==> config.mk <==
export PLATFORM = sky130hd
export DESIGN_NAME = utf8_byte_stream_decoder
export DESIGN_NICKNAME = d
export VERILOG_FILES = /design/src/rtl/utf8d_pkg.sv /design/src/rtl/utf8_byte_stream_decoder.sv
export SDC_FILE = /design/constraint.sdc
export NUM_CORES = 1
export LEC_CHECK = 0
export ABC_AREA = 1
export CAP_MARGIN = 30
export CORE_UTILIZATION = 55
export DETAILED_ROUTE_END_ITERATION = 16
export DONT_BUFFER_PORTS = 1
export PLACE_DENSITY_LB_ADDON = 0.25
export SLEW_MARGIN = 5
export SYNTH_ARGS = -nofsm -noshare
export SYNTH_HDL_FRONTEND = slang
export SYNTH_SLANG_ARGS = --single-unit
==> constraint.sdc <==
create_clock -name clk -period 3.5 [get_ports clk]
set_clock_uncertainty 0.05 [all_clocks]
set_input_delay 0.35 -clock clk [delete_from_list [all_inputs] [get_ports clk]]
set_output_delay 0.35 -clock clk [all_outputs]
set_load 0.02 [all_outputs]
==> src/rtl/utf8d_pkg.sv <==
`timescale 1ns / 1ps
// ----------------------------------------------------------------------------
// utf8d_pkg
// Shared widths, byte class constants and the result entry type of the
// UTF-8 byte stream decoder.
// ----------------------------------------------------------------------------
package utf8d_pkg;

	localparam int BYTE_W = 8;
	localparam int CP_W   = 21;

	// Result queue sizing: one byte can push up to two results.
	localparam int QDEPTH = 4;
	localparam int QPTR_W = $clog2(QDEPTH);
	localparam int QCNT_W = $clog2(QDEPTH + 1);

	localparam logic [BYTE_W-1:0] LEAD2_MASK = 8'hE0;
	localparam logic [BYTE_W-1:0] LEAD2_CODE = 8'hC0;
	localparam logic [BYTE_W-1:0] LEAD3_MASK = 8'hF0;
	localparam logic [BYTE_W-1:0] LEAD3_CODE = 8'hE0;
	localparam logic [BYTE_W-1:0] LEAD4_MASK = 8'hF8;
	localparam logic [BYTE_W-1:0] LEAD4_CODE = 8'hF0;
	localparam logic [CP_W-1:0]   BAD_CHAR   = 21'h00003F;

	typedef struct packed {
		logic [CP_W-1:0] code_point;
		logic            is_end;
		logic            last_of_run;
	} result_t;

endpackage

==> src/rtl/utf8_byte_stream_decoder.sv <==
`timescale 1ns / 1ps
// ----------------------------------------------------------------------------
// utf8_byte_stream_decoder
// Decodes a NUL-terminated UTF-8 byte stream into code points and end markers.
// ----------------------------------------------------------------------------
//  channel | signals                                    | direction
//  --------+--------------------------------------------+----------
//  input   | in_valid, in_ready, in_byte                | sink
//  output  | out_valid, out_ready, code_point, is_end,  | source
//          | last_of_run                                |
//
// One byte is accepted per cycle while in_ready is high; its results are
// written to the result queue from the input register. A NUL that closes an
// open nonzero sequence pushes two results. The four-entry result queue
// decouples the sides: a stalled output fills the queue and then holds
// in_ready low. Reset clears the sequence state and the queue.
module utf8_byte_stream_decoder (
	input  logic                         clk,
	input  logic                         arst_n,
	input  logic                         in_valid,
	output logic                         in_ready,
	input  logic [utf8d_pkg::BYTE_W-1:0] in_byte,
	output logic                         out_valid,
	input  logic                         out_ready,
	output logic [utf8d_pkg::CP_W-1:0]   code_point,
	output logic                         is_end,
	output logic                         last_of_run
);
	import utf8d_pkg::*;

	logic              valid_s1;
	logic [BYTE_W-1:0] byte_s1;
	logic              step;

	logic [1:0]        pend_q;
	logic [CP_W-1:0]   part_q;
	logic [1:0]        pend_d;
	logic [CP_W-1:0]   part_d;
	logic [1:0]        pend_dec;
	logic [CP_W-1:0]   merged;
	logic [1:0]        n_push;
	result_t           res0;
	result_t           res1;

	result_t           queue_q [QDEPTH];
	logic [QPTR_W-1:0] wr_ptr_q;
	logic [QPTR_W-1:0] rd_ptr_q;
	logic [QCNT_W-1:0] count_q;
	logic              pop;

	// The input stage advances only when the queue can take two results.
	assign step     = valid_s1 && (count_q <= QCNT_W'(QDEPTH - 2));
	assign in_ready = !valid_s1 || step;

	always_ff @(posedge clk or negedge arst_n) begin
		if (!arst_n) begin
			valid_s1 <= 1'b0;
		end else if (in_ready) begin
			valid_s1 <= in_valid;
		end
	end

	always_ff @(posedge clk) begin
		if (in_ready && in_valid) begin
			byte_s1 <= in_byte;
		end
	end

	assign pend_dec = pend_q - 2'd1;

	always_comb begin
		merged = part_q;
		case (pend_dec)
			2'd0:    merged = part_q | CP_W'(byte_s1[5:0]);
			2'd1:    merged = part_q | (CP_W'(byte_s1[5:0]) << 6);
			2'd2:    merged = part_q | (CP_W'(byte_s1[5:0]) << 12);
			default: merged = part_q;
		endcase
	end

	always_comb begin
		pend_d = pend_q;
		part_d = part_q;
		n_push = 2'd0;
		res0   = '{code_point: '0, is_end: 1'b1, last_of_run: 1'b1};
		res1   = '{code_point: '0, is_end: 1'b1, last_of_run: 1'b1};
		if (byte_s1 == '0) begin
			pend_d = 2'd0;
			part_d = '0;
			if (pend_q != 2'd0 && part_q != '0) begin
				res0   = '{code_point: part_q, is_end: 1'b0, last_of_run: 1'b0};
				n_push = 2'd2;
			end else begin
				n_push = 2'd1;
			end
		end else if (pend_q != 2'd0) begin
			pend_d = pend_dec;
			if (pend_dec != 2'd0) begin
				part_d = merged;
			end else begin
				part_d = '0;
				n_push = 2'd1;
				// A completed sequence of value zero is read as end of string.
				if (merged != '0) begin
					res0 = '{code_point: merged, is_end: 1'b0, last_of_run: 1'b1};
				end
			end
		end else if (!byte_s1[7]) begin
			res0   = '{code_point: CP_W'(byte_s1), is_end: 1'b0, last_of_run: 1'b1};
			n_push = 2'd1;
		end else if ((byte_s1 & LEAD2_MASK) == LEAD2_CODE) begin
			part_d = CP_W'(byte_s1[4:0]) << 6;
			pend_d = 2'd1;
		end else if ((byte_s1 & LEAD3_MASK) == LEAD3_CODE) begin
			part_d = CP_W'(byte_s1[3:0]) << 12;
			pend_d = 2'd2;
		end else if ((byte_s1 & LEAD4_MASK) == LEAD4_CODE) begin
			part_d = CP_W'(byte_s1[2:0]) << 18;
			pend_d = 2'd3;
		end else begin
			res0   = '{code_point: BAD_CHAR, is_end: 1'b0, last_of_run: 1'b1};
			n_push = 2'd1;
		end
	end

	always_ff @(posedge clk or negedge arst_n) begin
		if (!arst_n) begin
			pend_q <= 2'd0;
			part_q <= '0;
		end else if (step) begin
			pend_q <= pend_d;
			part_q <= part_d;
		end
	end

	// Result queue.
	assign pop = out_valid && out_ready;

	always_ff @(posedge clk) begin
		if (step && n_push != 2'd0) begin
			queue_q[wr_ptr_q] <= res0;
		end
		if (step && n_push == 2'd2) begin
			queue_q[wr_ptr_q + QPTR_W'(1)] <= res1;
		end
	end

	always_ff @(posedge clk or negedge arst_n) begin
		if (!arst_n) begin
			wr_ptr_q <= '0;
			rd_ptr_q <= '0;
			count_q  <= '0;
		end else begin
			if (step) begin
				wr_ptr_q <= wr_ptr_q + QPTR_W'(n_push);
			end
			if (pop) begin
				rd_ptr_q <= rd_ptr_q + QPTR_W'(1);
			end
			count_q <= count_q + QCNT_W'(step ? n_push : 2'd0) - QCNT_W'(pop);
		end
	end

	assign out_valid   = (count_q != '0);
	assign code_point  = queue_q[rd_ptr_q].code_point;
	assign is_end      = queue_q[rd_ptr_q].is_end;
	assign last_of_run = queue_q[rd_ptr_q].last_of_run;

endmodule

* Word level (Yosys, flattened, before mapping)
Memory sizes are Yosys's and may differ from the RTL's.
Index checks and enable logic that the tools add are counted.
** Cells by class
- Add/subtract/negate cells :: 6
- Magnitude comparators :: 1
- Equal/unequal tests :: 6
- Multiplexer cells :: 36
- Bitwise operators :: 3
- Reduce and logical (&&, ||, !) cells :: 19
** Operators by type and width (count)
- 21-bit two-way mux :: 7
- 23-bit two-way mux :: 5
- 21-bit one-hot mux with 3 select lines :: 1
- 21-bit nonzero test :: 2
- 8-bit two-way mux :: 3
- 21-bit by 12-bit OR with 21-bit output :: 1
- 21-bit by 18-bit OR with 21-bit output :: 1
- 21-bit by 6-bit OR with 21-bit output :: 1
- 2-bit two-way mux :: 10
- 1-bit two-way mux :: 9
- 9-bit two-way mux :: 1
- 8-bit logical NOT :: 1
- 1-bit logical AND :: 6
- 2-bit nonzero test :: 3
- 3-bit nonzero test :: 2
- 5-bit equality test (second input constant) :: 1
- 5-bit nonzero test :: 1
- 2-bit by 1-bit adder with 2-bit output (second input constant) :: 2
- 2-bit equality test (second input constant) :: 2
- 4-bit equality test (second input constant) :: 1
- 3-bit by 2-bit adder with 3-bit output :: 1
- 3-bit equality test (second input constant) :: 1
- 3-bit by 2-bit less-or-equal comparator with 1-bit output (second input constant) :: 1
- 3-bit AND reduction :: 1
- 7 further kinds :: 7
** Word-level totals
- Register bits after elaboration :: 39
- RAM bits :: 92
- Word-level logic and storage cells :: 79
- Memories kept :: 1
** Memory list
- queue_q :: words 4, bits a word 23, rd ports 1, clocked after Yosys merged registers in 0, write ports 2, RTL line utf8_byte_stream_decoder.sv:45 : result_t queue_q [QDEPTH];

* Longest topological paths before layout
Gate-level depths: netlist of the first run.
- Word-level depth :: 11
- Depth in mapped cells :: 15

* Least setup slack after synthesis of the first run
Ideal clock, no wire load.
- Path type :: register to register
- From :: reg byte_s1[1]
- To :: reg count_q[2]
- Library setup time :: 0.123 ns
- Data arrival time :: 2.362 ns
- Setup slack :: 0.965 ns
- Stages on the path, launching flop included :: 14
- Path buffers :: 2
- Period minus slack after synthesis :: 2.535 ns
- Cell sequence :: edfxtp_1 > inv_2 > nand2_4 > nor2_4 > nand3_4 > buf_2 > buf_2 > a21oi_1 > nand2_1 > ha_1 > inv_1 > ha_1 > fa_1 > xnor2_1
** Between the ends
- Cells in the longest elaborated chain, start to end :: 5
** RTL lines
- start: declaration :: RTL line utf8_byte_stream_decoder.sv:32 : logic [BYTE_W-1:0] byte_s1;
- start signal: assignment :: RTL line utf8_byte_stream_decoder.sv:65 : byte_s1 <= in_byte;
- 8-bit logical NOT :: RTL line utf8_byte_stream_decoder.sv:87 : if (byte_s1 == '0) begin
- 2-bit two-way mux :: RTL line utf8_byte_stream_decoder.sv:87
- 2-bit two-way mux :: RTL line utf8_byte_stream_decoder.sv:160 : count_q <= count_q + QCNT_W'(step ? n_push : 2'd0) - QCNT_W'(pop);
- 3-bit by 2-bit adder with 3-bit output :: RTL line utf8_byte_stream_decoder.sv:160
- 3-bit by 1-bit subtractor with 3-bit output :: RTL line utf8_byte_stream_decoder.sv:160
- end signal: assignment :: RTL line utf8_byte_stream_decoder.sv:160
- end: declaration :: RTL line utf8_byte_stream_decoder.sv:48 : logic [QCNT_W-1:0] count_q;
No other way between the ends.
A chain may end at the register's enable or synchronous reset.

==> out/results.ini, run 1 <==
[run_status]
status = completed

[floorplan]
dieHeight_um = 113
ios = 37
rows = 40
core_area_mm2 = 0.0120
start_util_pct = 56.2
die_w_um = 113
die-area_mm2 = 0.0127

[power]
switchingPower_w = 0.00368
power.density_mw_per_mm2 = 1090
p_comb_share_pct = 46.3
switching_share_pct = 45.3
clkPwrFrac_pct = 21.3
power_leakage_nw = 3.68
seqPwrFrac_pct = 32.4
cellInternalPower_w = 0.00445
ir_drop_v = 0.000593

[detailed_routing]
viasPerCell = 5.70
wl_per_cell_um = 16.2
dr_total_vias = 6415
drt_first_pass_iters = 5
wirelength_mm = 18.3
drt_iter0_drc = 731
drc = 0
final_antenna_net_count = 0

[sta]
fin_crit_sh_pct = 82.7
setup_viol = 0
hold_viol_final = 0
maxSlewViolCount = 0
setup_tns_ns = 0
fin_crit_ns = 2.90
rsz0062_at_grt = false
max_freq_ghz = 0.345
maxSlewHeadroom_pct = 46.3
worst_pin_slew_ns = 0.805
fin_ws_ns = 0.605

[yosys]
yosys.area.top_type = dfxtp_1
synth_cell_types = 40
yosysTopAreaCellShare_pct = 27.4
synthMuxAreaShare_pct = 0
synth_top_family_by_area = simple AND/OR/NAND/NOR gates
synthesis.nets = 990
ys_seq_elements = 131
synth_area_leaders = dfxtp_1 (27%), nor2_1 (12%), dfrtp_1 (12%), o21ai_0 (9.9%), nand2_1 (8.3%)
synthAdderAreaFrac_pct = 1.04
synthSimpleGateAreaFrac_pct = 30.5
syn_area_mm2 = 0.00672
synth_warnings = 0
synth_xor_area_share_pct = 0.521
postSynthCellCount = 973
syn_avg_cell_area_um2 = 6.91
synth-compound-area-share_pct = 15.4
seq_area_frac_synth_pct = 42.5

[global_routing]
antenna_found_initial = 0
grt_pass1_vias = 5903
grt_max_degree = 51
grt_overflow = 0
groute.usage.overall_pct = 30.8
grt_pass1_wl_mm = 30.4

[clock_tree]
cts-buffers-inserted = 17
cts_resized = 0
clk_pin_slew_worst_paths_ns = 0.06
cts_root_buf = clkbuf_16
clockBufferDepth = 2
htree_levels = 4
clk_latency_ns = 0.43
cts.sinks = 131
cts_tree = done

[worst_setup_path]
crit_path_start_kind = flip-flop
r2r-end = queue_q[0][11]
rrSetupSlack_ns = 0.60
arrival_ns = 3.16
startpoint = byte_s1[2]
cp_max_fo = 31
r2r_start = byte_s1[2]
slowest_delay_ns = 0.66
path_cells = inv_2, nand2_2, nor2_4, nand3_4, nor2_4, buf_4, nand4_2, o21ai_0, nor2_1
critPathSlowestCell = nand4_2
crit_top_cell = nor2_4
end_kind = flip-flop
ff2ff_path_depth = 9
crit_end = queue_q[0][11]
required_ns = 3.77
path_class = flip-flop to flip-flop

[placement]
place_area_mm2 = 0.00676
portBuffers = 0
gp_congestion = 0.936
dpl.hpwl_mm = 11.3
dp_cells = 1082
preCtsSetupSlack_ns = 0.725

[finish]
drive_above_1_share_pct = 7.67
instances_no_fill = 1125
areaGrowthSynthToFinish_pct = 10.9
num-nets-final = 982
antenna_cells = 0
fin_area_mm2 = 0.00746

[min_path]
min_path_type = primary input to flip-flop

[run]
drv_cap = 0

state kept, by name, indices dropped and copies added, names as in the netlist:
signal	flops
valid_s1	1
pend_q	2
rd_ptr_q	2
byte_s1	8
part_q	21
wr_ptr_q	2
queue_q	92
count_q	3
stage by stage:
stage / util [%] / hold WS (ns) / power, W
6_report: 62.3 / 0.256 / 0.00813
5_1_grt: 62.3 / 0.258 / 0.00873
4_1_cts: 62.3 / 0.242 / 0.00808
3_5_place_dp: 56.5 / 0.00578 / 0.00631
3_3_place_gp: 56.5 / 0.00565 / 0.00627
2_1_floorplan: - / 0.00441 / 0.00547
area by class of cell:
cell class                      count  area (um2)
Tap cell                          147         184
Clock buffer                       27         546
Multi-Input combinational cell    678        3190
Fill cell                        1089        4510
Sequential cell                   131        2860
Inverter                          111         417
Clock inverter                      5        33.8
Timing Repair Buffer               26         233
routing by layer:
| layer | up-vias | global-route usage [%] | routed length, um |
|---|---|---|---|
| met3 | 32 | 7.07 | 1430 |
| met2 | 301 | 48.6 | 8270 |
| met5 | - | 0 | 0 |
| met1 | 2954 | 41.7 | 8230 |
| met4 | 0 | 10.4 | 352 |
| li1 | 3128 | - | - |
synth_stat cells, drive strengths merged:
cell / number
nand3: 85
clkinv: 2
nand4: 11
nand3b: 1
clkbuf: 15
nand2: 152
dfxtp: 92
a21oi: 23
ha: 4
nor4: 1
nor2: 219
o22ai: 23
a21boi: 1
o211ai: 4
buf: 38
edfxtp: 8
dfrtp: 31
o21ai: 141
xor2: 2
fa: 1
inv: 109
a22oi: 4
or2: 2
nor3: 2
xnor2: 2
critical path: cells and delay by family, from the launching register on:
family	cells	cell delay, ns
and+or+nand+nor	6	1.45
DFF	1	0.50
buffers and inverters	2	0.43
AOI/OAI and AO/OA	1	0.33
power groups by stage:
stage / registers (W) / logic, W / clock network (W)
6_report: 0.00263 / 0.00376 / 0.00173
5_1_grt: 0.00271 / 0.00421 / 0.00181
4_1_cts: 0.00262 / 0.00372 / 0.00174
3_5_place_dp: 0.00264 / 0.00367 / 0
3_3_place_gp: 0.00263 / 0.00363 / 0
2_1_floorplan: 0.00251 / 0.00296 / 0
logic make-up (layout without fill, tap and decap cells):
group	count (synthesis)	count (layout)
DFF	131	131
adders and majority gates	5	5
buffers and inverters	164	169
AOI/OAI and AO/OA	196	196
and+or+nand+nor	473	473
xor gates and xnor gates	4	4
layout by cell type, fill, tap and decap left out, types with 3 or more instances in the layout:
cell type,netlist,final
a21oi_1,23,23
a22oi_1,4,4
buf_4,2,15
clkbuf_1,14,4
clkbuf_16,0,19
clkbuf_8,0,4
dfrtp_1,31,31
dfxtp_1,92,92
dlygate4sd3_1,0,10
edfxtp_1,8,8
ha_1,4,4
inv_1,99,99
inv_2,10,10
nand2_1,149,149
nand3_1,80,80
nand3_2,4,4
nand4_1,7,7
nand4_2,3,3
nor2_1,211,211
nor2_2,5,5
nor2_4,3,3
o211ai_1,4,4
o21ai_0,133,133
o21ai_1,8,8
o22ai_1,23,23
repair_timing:
action	in CTS	in global routing
setup buffers	0	0
hold endpoints to repair	40	0
hold buffers	11	0
worst min path at each step:
stage	end	depth (start not counted)	start	slack, ns
6_report	rd_ptr_q[0]	2	out_ready	0.26
5_1_grt	rd_ptr_q[0]	2	out_ready	0.26
4_1_cts	rd_ptr_q[0]	2	out_ready	0.24
3_5_place_dp	valid_s1	0	arst_n	0.006
3_3_place_gp	valid_s1	0	arst_n	0.006
2_1_floorplan	count_q[0]	0	arst_n	0.004
(Power assumes the default switching activity.)
==> run 2, diff against run 1 <==
==> constraint.sdc (replaced) <==
create_clock -name clk -period 2.89 [get_ports clk]
set_clock_uncertainty 0.05 [all_clocks]
set_input_delay 0.289 -clock clk [delete_from_list [all_inputs] [get_ports clk]]
set_output_delay 0.289 -clock clk [all_outputs]
set_load 0.02 [all_outputs]
==> out/results.ini, run 2 (same netlist as run 1, synthesis figures left out) <==
[finish]
num-nets-final = 992
top_register = queue_q
mostFrequentLayoutCell = nor2_1
top_regs = queue_q x92, part_q x21, byte_s1 x8
areaGrowthSynthToFinish_pct = 12.7
layout_common_cells = nor2_1 (211), nand2_1 (149), o21ai_0 (133)
postLayoutCoreUtil_pct = 63.4
largest_reg_flops = 92
drive_above_1_share_pct = 9.01
antenna_cells = 0

[worst_setup_path]
startpoint = byte_s1[2]
crit_path_start_kind = flip-flop
r2r-end = count_q[2]
cp_max_fo = 9
end_kind = flip-flop
r2r_start = byte_s1[2]
rrSetupSlack_ns = 0.40
crit_end = count_q[2]
arrival_ns = 2.75
required_ns = 3.14
ff2ff_path_depth = 13
path_class = flip-flop to flip-flop

[power]
power.density_mw_per_mm2 = 1330
p_comb_share_pct = 46.6
cellInternalPower_w = 0.00557
switching_share_pct = 44.6
clkPwrFrac_pct = 22.1
switchingPower_w = 0.00449
power_leakage_nw = 3.75
seqPwrFrac_pct = 31.4
ir_drop_v = 0.000676

[global_routing]
antenna_found_initial = 0
groute.usage.overall_pct = 31.7
grtUsageMet2_pct = 52.1
top_usage_layer = met2
grt_overflow = 0
grt_util_met1_pct = 39.6
grt_max_degree = 51
grt_pass1_wl_mm = 30.9
grt_util_met3_pct = 7.67
grt_pass1_vias = 6083

[sta]
fin_crit_sh_pct = 86.3
fin_crit_ns = 2.49
hold_viol_final = 0
maxSlewViolCount = 0
worst_pin_slew_ns = 0.753
rsz0062_at_grt = false
max_freq_ghz = 0.401
maxSlewHeadroom_pct = 49.4
setup_tns_ns = 0
setup_viol = 0
fin_ws_ns = 0.397

[floorplan]
dieHeight_um = 113
ios = 37
start_util_pct = 56.2
die_w_um = 113
rows = 40
die-area_mm2 = 0.0127
core_area_mm2 = 0.0120

[detailed_routing]
final_antenna_net_count = 0
wirelength_mm = 18.6
dr_total_vias = 6355
viasPerCell = 5.60
drc = 0
drt_first_pass_iters = 5
wl_per_cell_um = 16.4
drt_iter0_drc = 731

[clock_tree]
cts_tree = done
cts.sinks = 131
post_cts_buffers = 0
cts-buffers-inserted = 17
clockBufferDepth = 2
clk_latency_ns = 0.42
htree_levels = 4
clk_pin_slew_worst_paths_ns = 0.06
cts_root_buf = clkbuf_16

[placement]
gp_congestion = 1.00
portBuffers = 0
preCtsSetupSlack_ns = 0.399
dpl.hpwl_mm = 11.7

[min_path]
min_path_type = primary input to flip-flop

[run_status]
status = completed

[run]
drv_cap = 0

run 2: changes by cell type in the layout (fill, tap and decap cells not counted), sizes merged:
| cell | change |
|---|---|
| clkinv | +4 |
| inv | -1 |
| buf | +10 |
| clkbuf | -5 |
| bufinv | +2 |
run 2: final cells by class:
cell class	instances	area (um2)
Multi-Input combinational cell	678	3190
Timing Repair Buffer	36	308
Clock buffer	22	507
Fill cell	1089	4380
Sequential cell	131	2860
Clock inverter	10	116
Tap cell	147	184
Inverter	111	420
run 2: worst min-delay path by stage:
stage	startpoint	endpoint	slack (ns)	cells after the start
floorplan	arst_n	count_q[0]	-0.06	0
finish	out_ready	rd_ptr_q[1]	0.21	3
global route	out_ready	rd_ptr_q[0]	0.23	2
detailed placement	arst_n	valid_s1	-0.06	0
global placement	arst_n	valid_s1	-0.06	0
CTS	out_ready	rd_ptr_q[1]	0.20	3
run 2: per-stage QoR:
step	cell area, um2	instances	hold WS, ns	power, W
2_1_floorplan	6720	973	-0.0566	0.00663
3_3_place_gp	6830	1092	-0.0555	0.00767
3_5_place_dp	6830	1092	-0.0555	0.00775
4_1_cts	7570	1135	0.198	0.0100
5_1_grt	7580	1135	0.225	0.0109
6_report	7580	1135	0.205	0.0101
run 2: critical path: stages, from the launching register on:
cell,delay [ns]
edfxtp_1,0.52
inv_2,0.13
nand2_2,0.10
nor2_4,0.11
nand3_4,0.09
nor2_4,0.10
nand2_1,0.08
inv_2,0.06
buf_4,0.16
nand2_1,0.07
ha_1,0.28
inv_1,0.05
fa_1,0.43
xnor2_1,0.13
run 2: repair_timing:
item,4_1_cts,5_1_grt
endpoints found under the hold margin,40,0
hold buffers,11,0
setup endpoints to repair,0,2
gates resized for setup,0,1
run 2: power by group through the flow:
stage	clock, W	sequential, W	combinational [W]
floorplan	0	0.00304	0.00358
global placement	0	0.00313	0.00453
detailed placement	0	0.00316	0.00459
CTS	0.00224	0.00314	0.00466
global route	0.00234	0.00325	0.00527
finish	0.00222	0.00315	0.00468
run 2: metal layers:
metal	wire, um	vias up
met1	8180	2945
li1	-	3142
met4	516	0
met3	1230	41
met5	0	-
met2	8680	227
